`src/hdl/rgbhsv_pkg.sv`:
```
// ----------------------------------------------------------------------------
// rgbhsv_pkg: types, constants and helper functions for the RGB to HSV block
// Holds the transaction structs, the fixed channel widths and the arithmetic
// helpers used by the pipeline stages.
// ----------------------------------------------------------------------------
package rgbhsv_pkg;

  // Raw sensor resolution and the scaled channel width.
  localparam int INPUT_BITS = 10;
  localparam int RAW_W      = INPUT_BITS;
  localparam int CHAN_W     = 8;
  localparam int NUM_W      = 2 * CHAN_W;
  localparam int DIV_STEPS  = CHAN_W;

  localparam logic [RAW_W:0]  RAW_FULL   = (RAW_W + 1)'((1 << RAW_W) - 1);
  localparam logic [5:0]      HUE_GAIN   = 6'd43;

  // Hue offsets of the three color sectors.
  localparam logic [CHAN_W-1:0] HUE_BASE_RED   = 8'd0;
  localparam logic [CHAN_W-1:0] HUE_BASE_GREEN = 8'd85;
  localparam logic [CHAN_W-1:0] HUE_BASE_BLUE  = 8'd171;

  typedef struct packed {
    logic [RAW_W-1:0] red_raw;
    logic [RAW_W-1:0] green_raw;
    logic [RAW_W-1:0] blue_raw;
  } rgbhsv_in_t;

  typedef struct packed {
    logic [CHAN_W-1:0] hue;
    logic [CHAN_W-1:0] saturation;
    logic [CHAN_W-1:0] brightness;
  } rgbhsv_out_t;

  // Data that rides along the divider stages unchanged.
  typedef struct packed {
    logic [CHAN_W-1:0] brightness;
    logic [CHAN_W-1:0] base;
    logic              neg;
    logic              black;
    logic              grey;
  } side_t;

  // One lane of the restoring divider: partial remainder and a shift word
  // that feeds numerator bits out at the top and takes quotient bits in
  // at the bottom.
  typedef struct packed {
    logic [CHAN_W-1:0] rem;
    logic [NUM_W-1:0]  sh;
  } div_lane_t;

  // raw * 255 / RAW_FULL, truncated. Dividing by 2^RAW_W first is at most one
  // short, so a single remainder compare fixes the quotient.
  function automatic logic [CHAN_W-1:0] scale_channel(input logic [RAW_W-1:0] raw);
    logic [RAW_W+CHAN_W-1:0] prod;
    logic [CHAN_W-1:0]       q0;
    logic [RAW_W:0]          rem;
    prod = {raw, {CHAN_W{1'b0}}} - {{CHAN_W{1'b0}}, raw};
    q0   = prod[RAW_W+CHAN_W-1:RAW_W];
    rem  = {1'b0, prod[RAW_W-1:0]} + {{(RAW_W + 1 - CHAN_W){1'b0}}, q0};
    if (rem >= RAW_FULL) begin
      return q0 + 1'b1;
    end
    return q0;
  endfunction

  // One quotient bit of a restoring division.
  function automatic div_lane_t div_step(input div_lane_t a, input logic [CHAN_W-1:0] den);
    logic [CHAN_W:0] trial;
    div_lane_t       res;
    trial  = {a.rem, a.sh[NUM_W-1]};
    res.sh = {a.sh[NUM_W-2:0], 1'b0};
    if (trial >= {1'b0, den}) begin
      res.rem   = CHAN_W'(trial - {1'b0, den});
      res.sh[0] = 1'b1;
    end else begin
      res.rem = trial[CHAN_W-1:0];
    end
    return res;
  endfunction

endpackage

```
`src/hdl/raw_rgb_to_hsv_converter.sv`:
```
// ----------------------------------------------------------------------------
// raw_rgb_to_hsv_converter: raw 10-bit RGB reading to 8-bit HSV
// An accepted start passes through the scaling, max/min, divider and output registers to out_valid.
// Throughput is one transaction per cycle; busy is always low because the
// pipeline never stalls, and the two divisions take one quotient bit per stage.
// Synchronous active-low reset clears the valid bits only; no state is kept.
// ----------------------------------------------------------------------------
module raw_rgb_to_hsv_converter
  import rgbhsv_pkg::*;
(
  input  logic        clk,
  input  logic        rst_n,
  input  logic        start,
  output logic        busy,
  input  rgbhsv_in_t  in_data,
  output logic        out_valid,
  output rgbhsv_out_t out_data
);

  localparam int LATENCY = DIV_STEPS + 4;

  // Stage 1: channel scaling.
  logic              s1_valid_r;
  logic [CHAN_W-1:0] s1_red_r;
  logic [CHAN_W-1:0] s1_green_r;
  logic [CHAN_W-1:0] s1_blue_r;

  // Stage 2: max, min, sector and difference.
  logic              s2_valid_r;
  side_t             s2_side_r;
  logic [CHAN_W-1:0] s2_span_r;
  logic [CHAN_W-1:0] s2_mag_r;

  side_t             s2_side_nxt;
  logic [CHAN_W-1:0] s2_span_nxt;
  logic [CHAN_W-1:0] s2_mag_nxt;

  // Divider pipeline, entry 0 is loaded with the numerators.
  logic              dv_valid_r [DIV_STEPS+1];
  side_t             dv_side_r  [DIV_STEPS+1];
  div_lane_t         sat_r      [DIV_STEPS+1];
  div_lane_t         hue_r      [DIV_STEPS+1];
  logic [CHAN_W-1:0] sat_den_r  [DIV_STEPS+1];
  logic [CHAN_W-1:0] hue_den_r  [DIV_STEPS+1];

  logic [NUM_W-1:0]  sat_num;
  logic [NUM_W-1:0]  hue_num;

  logic              out_valid_r;
  rgbhsv_out_t       out_data_r;
  rgbhsv_out_t       out_data_nxt;

  assign busy = 1'b0;

  always_ff @(posedge clk) begin
    if (!rst_n) begin
      s1_valid_r <= 1'b0;
    end else begin
      s1_valid_r <= start;
    end
    s1_red_r   <= scale_channel(in_data.red_raw);
    s1_green_r <= scale_channel(in_data.green_raw);
    s1_blue_r  <= scale_channel(in_data.blue_raw);
  end

  always_comb begin
    logic [CHAN_W-1:0] hi;
    logic [CHAN_W-1:0] lo;
    logic [CHAN_W:0]   diff;
    hi = s1_red_r;
    lo = s1_red_r;
    if (s1_green_r > hi) hi = s1_green_r;
    if (s1_blue_r > hi)  hi = s1_blue_r;
    if (s1_green_r < lo) lo = s1_green_r;
    if (s1_blue_r < lo)  lo = s1_blue_r;

    // Red wins ties over green, and green over blue.
    priority if (hi == s1_red_r) begin
      s2_side_nxt.base = HUE_BASE_RED;
      diff = {1'b0, s1_green_r} - {1'b0, s1_blue_r};
    end else if (hi == s1_green_r) begin
      s2_side_nxt.base = HUE_BASE_GREEN;
      diff = {1'b0, s1_blue_r} - {1'b0, s1_red_r};
    end else begin
      s2_side_nxt.base = HUE_BASE_BLUE;
      diff = {1'b0, s1_red_r} - {1'b0, s1_green_r};
    end

    s2_span_nxt            = hi - lo;
    s2_side_nxt.brightness = hi;
    s2_side_nxt.neg        = diff[CHAN_W];
    s2_side_nxt.black      = (hi == '0);
    s2_side_nxt.grey       = (hi == lo);
    s2_mag_nxt             = diff[CHAN_W] ? CHAN_W'(-diff) : diff[CHAN_W-1:0];
  end

  always_ff @(posedge clk) begin
    if (!rst_n) begin
      s2_valid_r <= 1'b0;
    end else begin
      s2_valid_r <= s1_valid_r;
    end
    s2_side_r <= s2_side_nxt;
    s2_span_r <= s2_span_nxt;
    s2_mag_r  <= s2_mag_nxt;
  end

  // 255 * span and 43 * |diff|; both quotients fit in CHAN_W bits.
  assign sat_num = {s2_span_r, {CHAN_W{1'b0}}} - {{CHAN_W{1'b0}}, s2_span_r};
  assign hue_num = NUM_W'(s2_mag_r) * NUM_W'(HUE_GAIN);

  always_ff @(posedge clk) begin
    if (!rst_n) begin
      dv_valid_r[0] <= 1'b0;
    end else begin
      dv_valid_r[0] <= s2_valid_r;
    end
    dv_side_r[0]  <= s2_side_r;
    sat_r[0].rem  <= sat_num[NUM_W-1:CHAN_W];
    sat_r[0].sh   <= {sat_num[CHAN_W-1:0], {CHAN_W{1'b0}}};
    hue_r[0].rem  <= hue_num[NUM_W-1:CHAN_W];
    hue_r[0].sh   <= {hue_num[CHAN_W-1:0], {CHAN_W{1'b0}}};
    sat_den_r[0]  <= s2_side_r.brightness;
    hue_den_r[0]  <= s2_span_r;
  end

  for (genvar k = 1; k <= DIV_STEPS; k++) begin : g_div
    always_ff @(posedge clk) begin
      if (!rst_n) begin
        dv_valid_r[k] <= 1'b0;
      end else begin
        dv_valid_r[k] <= dv_valid_r[k-1];
      end
      dv_side_r[k] <= dv_side_r[k-1];
      sat_r[k]     <= div_step(sat_r[k-1], sat_den_r[k-1]);
      hue_r[k]     <= div_step(hue_r[k-1], hue_den_r[k-1]);
      sat_den_r[k] <= sat_den_r[k-1];
      hue_den_r[k] <= hue_den_r[k-1];
    end
  end

  // Division by zero leaves garbage in the lanes; the black and grey flags
  // mask it here.
  always_comb begin
    logic [CHAN_W-1:0] q_hue;
    q_hue                   = hue_r[DIV_STEPS].sh[CHAN_W-1:0];
    out_data_nxt.brightness = dv_side_r[DIV_STEPS].brightness;
    out_data_nxt.saturation = dv_side_r[DIV_STEPS].black ? '0
                            : sat_r[DIV_STEPS].sh[CHAN_W-1:0];
    if (dv_side_r[DIV_STEPS].grey) begin
      out_data_nxt.hue = '0;
    end else if (dv_side_r[DIV_STEPS].neg) begin
      out_data_nxt.hue = dv_side_r[DIV_STEPS].base - q_hue;
    end else begin
      out_data_nxt.hue = dv_side_r[DIV_STEPS].base + q_hue;
    end
  end

  always_ff @(posedge clk) begin
    if (!rst_n) begin
      out_valid_r <= 1'b0;
    end else begin
      out_valid_r <= dv_valid_r[DIV_STEPS];
    end
    out_data_r <= out_data_nxt;
  end

  assign out_valid = out_valid_r;
  assign out_data  = out_data_r;

`ifndef SYNTH
  ap_latency: assert property (@(posedge clk) disable iff (!rst_n)
    (start && !busy) |-> ##LATENCY out_valid)
    else $error("accepted transaction did not produce a result on time");

  ap_no_spurious: assert property (@(posedge clk) disable iff (!rst_n)
    out_valid |-> $past(start && rst_n, LATENCY))
    else $error("result strobe without a matching accepted transaction");

  ap_black: assert property (@(posedge clk) disable iff (!rst_n)
    (out_valid && out_data.brightness == '0) |->
      (out_data.saturation == '0 && out_data.hue == '0))
    else $error("black input gave nonzero hue or saturation");

  ap_grey: assert property (@(posedge clk) disable iff (!rst_n)
    (out_valid && out_data.saturation == '0) |-> (out_data.hue == '0))
    else $error("zero saturation with nonzero hue");
`endif

endmodule
```
`config.mk`:
```
export PLATFORM = sky130hd
export DESIGN_NAME = raw_rgb_to_hsv_converter
export DESIGN_NICKNAME = d
export VERILOG_FILES = /design/src/hdl/rgbhsv_pkg.sv /design/src/hdl/raw_rgb_to_hsv_converter.sv
export SDC_FILE = /design/constraint.sdc
export NUM_CORES = 1
export LEC_CHECK = 0
export ABC_AREA = 1
export BUFFER_PORTS_ARGS = -buffer_cell sky130_fd_sc_hd__buf_2
export CAP_MARGIN = 25
export CORE_MARGIN = 2
export CORE_UTILIZATION = 40
export CTS_CLUSTER_SIZE = 25
export DETAILED_ROUTE_END_ITERATION = 8
export MAX_ROUTING_LAYER = met4
export PLACE_DENSITY = 0.58
export SLEW_MARGIN = 20
export SYNTH_ARGS = -nofsm -noshare
export SYNTH_HDL_FRONTEND = slang
export SYNTH_SLANG_ARGS = --single-unit
```
`constraint.sdc`:
```
create_clock -name clk -period 6.4 [get_ports clk]
set_input_delay 0.32 -clock clk [delete_from_list [all_inputs] [get_ports clk]]
set_output_delay 0.32 -clock clk [all_outputs]
set_load 0.1 [all_outputs]
```
==> results.md <==
Timing:
- The final period utilization is 0.854.
- On the final layout, the worst clock skew is around 0.019 ns.
- The worst pin sits at a relative slew slack of 0.484.
- The final-report max-slew violation count is 0.
- The minimum period implied by the final worst setup slack is 5.47 ns.
- Setup repair after global routing left no endpoint under its margin.
- Setup total negative slack on the finished layout was measured at 0 ns.
- The fmax is 183 MHz.
- At the pin with the least slew margin, the transition time is 0.767 ns.
- The number of failing hold endpoints at the final stage is 0.
- The setup violation total in the final timing report is 0.

Routing:
- Across all layers, the routed design uses between 15000 and 20000 vias.
- After detailed routing, the average wire length per cell comes to 13.0 um.
- For this block, the routed nets add up to approximately 47000 um of wire.
- The count of nets left with antenna violations once routing finished came out at 0.
- The first detailed-routing pass took 5 iterations.
- After detailed routing, the number of vias per cell comes to 4.67.
- For this block, the initial DRC count from the detailed router was 712.
- In the routed design, unresolved DRC markers number 0.

Final layout:
- The fraction of layout instances using a drive strength above 1 is 0.0717.
- Fill cells in the final layout number between 5000 and 6000.
- From synthesis to final layout, the design area changed by 13.1%.
- After the last flow step, the layout net total stands at 3090.
- The count of antenna diodes in the layout is 0.

Yosys:
- The share of the synthesized area in the top cell type is 0.458.
- The most frequent cell after synthesis is dfxtp_1.
- After synthesis, the cell types taking the most area are dfxtp_1, ha_1, inv_1.
- The most used flip-flop cell after synthesis is dfxtp_1.
- In the synthesized netlist, the cells that appear most often are dfxtp_1, inv_1, nor2_1, nand2_1, ha_1.
- The register bit total from synthesis is 542.
- The number of unique standard cell types used by synthesis is 54.
- The xor and xnor area share after synthesis is 0.0706.
- After technology mapping, the gate count stands at approximately 2700.
- The number of warnings printed during yosys synthesis is 0.
- For this run, asynchronously set or reset flops after synthesis account for 0.
- The post-synthesis share of cell area spent on full adders, half adders and majority gates is 0.160.
- After synthesis, the largest family of logic cells by area is adder cells.
- The compound-cell area share of the yosys netlist is 0.0863.
- For this run, the register share of the synthesized area comes to 0.458.
- The number of nets in the synthesized netlist is approximately 3000.
- The netlist area before placement is 23700 um2.
- The post-synthesis mux area share is 0.000475.
- Yosys mapped a number of flops with a built-in enable equal to 0.
- The synthesized design spends more area on one cell type than any other, namely dfxtp_1.
- A synthesized cell averages 8.85 um2.
- Of the total synthesized cell area, the portion taken by AND, OR, NAND and NOR gates is 0.148.

GRT:
- The number of global-route vias before repair is 16446.
- Summed over all layers, the global routing overflow is 0.
- For this run, the total global-route usage over all layers was measured as 0.160.
- The first-pass GRT wire length is 77300 um.
- The initial antenna violation count is 2.
- The pin count of the biggest net entering global routing is 18.

CTS:
- The clock slew seen by the registers of the worst setup and hold paths is 0.06 ns.
- The maximum buffer depth of the clock tree is 3.
- The deepest level of the CTS H-tree is 2.
- The number of hold buffers added after CTS was 1.
- After clock tree synthesis, the setup repair step added 0 buffers.
- TritonCTS built the clock tree.
- CTS saw 542 sinks.
- The CTS buffer count is 54.
- The number of cells upsized or downsized after cts is 0.
- For the worst-skew pair, the clock arrives at the later sink with an insertion delay of 0.61 ns.
- The master cell of the clock root buffer is clkbuf_16.

Critical path:
- The source of the critical timing path is s1_green_r[6].
- On the worst path, the slowest cell contributes a delay of 0.41 ns.
- The type of element launching the critical path is a register.
- By instance count, the cell type seen most on the critical path is nand2_1.
- Of all nets on the critical path, the largest fanout is 17.
- The arrival time of the worst setup path is 5.97 ns.
- The startpoint-to-endpoint class of the critical path is register to register.
- For this design, the slowest cell found on the critical path is dfxtp_1.
- The critical path capture point type is a register.
- Data on the critical path is required at its endpoint by 6.90 ns.
- The startpoint identified for the worst register-to-register timing path is s1_green_r[6].

Floorplanning:
- The area of the die is 61200 um2.
- Pin placement for this block handled 59 I/O pins.
- The region available for standard cell placement spans 58800 um2.
- The height of the chip is 247 um.
- The initial core utilization is 0.403.
- The initialized floorplan defines 89 standard-cell rows.
- The die width is 247 um.

Placement:
- During placement, the flow inserted port buffers numbering 57.
- At the end of routability-driven placement, the weighted congestion stood at 0.881.
- Detailed placement finished with a half-perimeter wire length of 37400 um.

Run status:
- The run finished with clean final reports.

Flow run:
- Max-cap violations in this run came to 0.

Min path:
- The class of the tightest hold or removal check is input port to register.
- The startpoint of the worst hold path is rst_n.
## registers in the layout, indices dropped and copies added, names as in the netlist
| register | cells |
|---|---|
| s2_valid_r | 1 |
| s2_side_r | 14 |
| s1_blue_r | 8 |
| s1_valid_r | 1 |
| dv_side_r | 63 |
| out_valid | 1 |
| dv_valid_r | 9 |
| sat_r | 128 |
| hue_r | 134 |
| s1_red_r | 8 |
| s1_green_r | 8 |
| s2_mag_r | 8 |
| hue_den_r | 64 |
| out_data | 24 |
| s2_span_r | 8 |
| sat_den_r | 63 |
## critical path, delay by kind of cell (launching register included)
family                     cells  cell delay (ns)
AOI/OAI and AO/OA              5             1.24
xor gates and xnor gates       1             0.16
and+or+nand+nor               17             2.40
adders and majority gates      3             0.85
buffers and inverters          3             0.29
DFF                            1             0.41
## layout make-up
type / instances / area (um2) / share of cell area
clock buffer: 70 / 1530 / 0.0571
clock inverter: 29 / 409 / 0.0153
inverter: 454 / 1700 / 0.0635
multi-input combinational: 1657 / 11000 / 0.411
sequential: 542 / 10900 / 0.405
tap: 773 / 967 / 0.0361
timing repair buffer: 64 / 340 / 0.0127
## layer usage
layer | share of wire | global-route usage
met1 | 0.42 | 0.171
met2 | 0.51 | 0.296
met3 | 0.037 | 0.0279
met4 | 0.031 | 0.0546
met5 | 0 | -
## cells by family after synthesis
family | count (synthesis)
adders and majority gates | 284
DFF | 542
and+or+nand+nor | 806
AOI/OAI and AO/OA | 374
buffers and inverters | 481
muxes | 1
other | 1
xor gates and xnor gates | 191
## cell usage in the layout, fill, tap and decap left out, drive strengths merged, types with 53 or more instances in the layout
cell,instances
nand2,314
buf,63
o21ai,108
nand3,94
xor2,138
dfxtp,542
a21oi,199
clkbuf,70
nor2,303
ha,253
xnor2,53
inv,461
## per-stage QoR
step                      instances  instance area (um2)   util  hold slack [ns]  setup slack, ns
after floorplan                2680                23700      -            0.310             2.02
after global placement         3484                24800  0.422            0.310             1.09
after detailed placement       3489                24900  0.423            0.312            0.882
after CTS                      3589                26800  0.456          0.00291            0.889
after global routing           3589                26800  0.456           0.0213            0.257
final                          3589                26800  0.456           0.0397            0.934
## path summary, 6_finish.rpt
kind | cells past startpoint | to | slack [ns]
max | 29 | s2_mag_r[4] | 0.93
min | 3 | dv_valid_r[4] | 0.04
max reg2reg | 29 | s2_mag_r[4] | 0.93
min reg2reg | 0 | sat_r[6][4] | 0.32
Power is not shown: default switching activity piles up to over one toggle a cycle in this logic, so the estimate is an artifact.
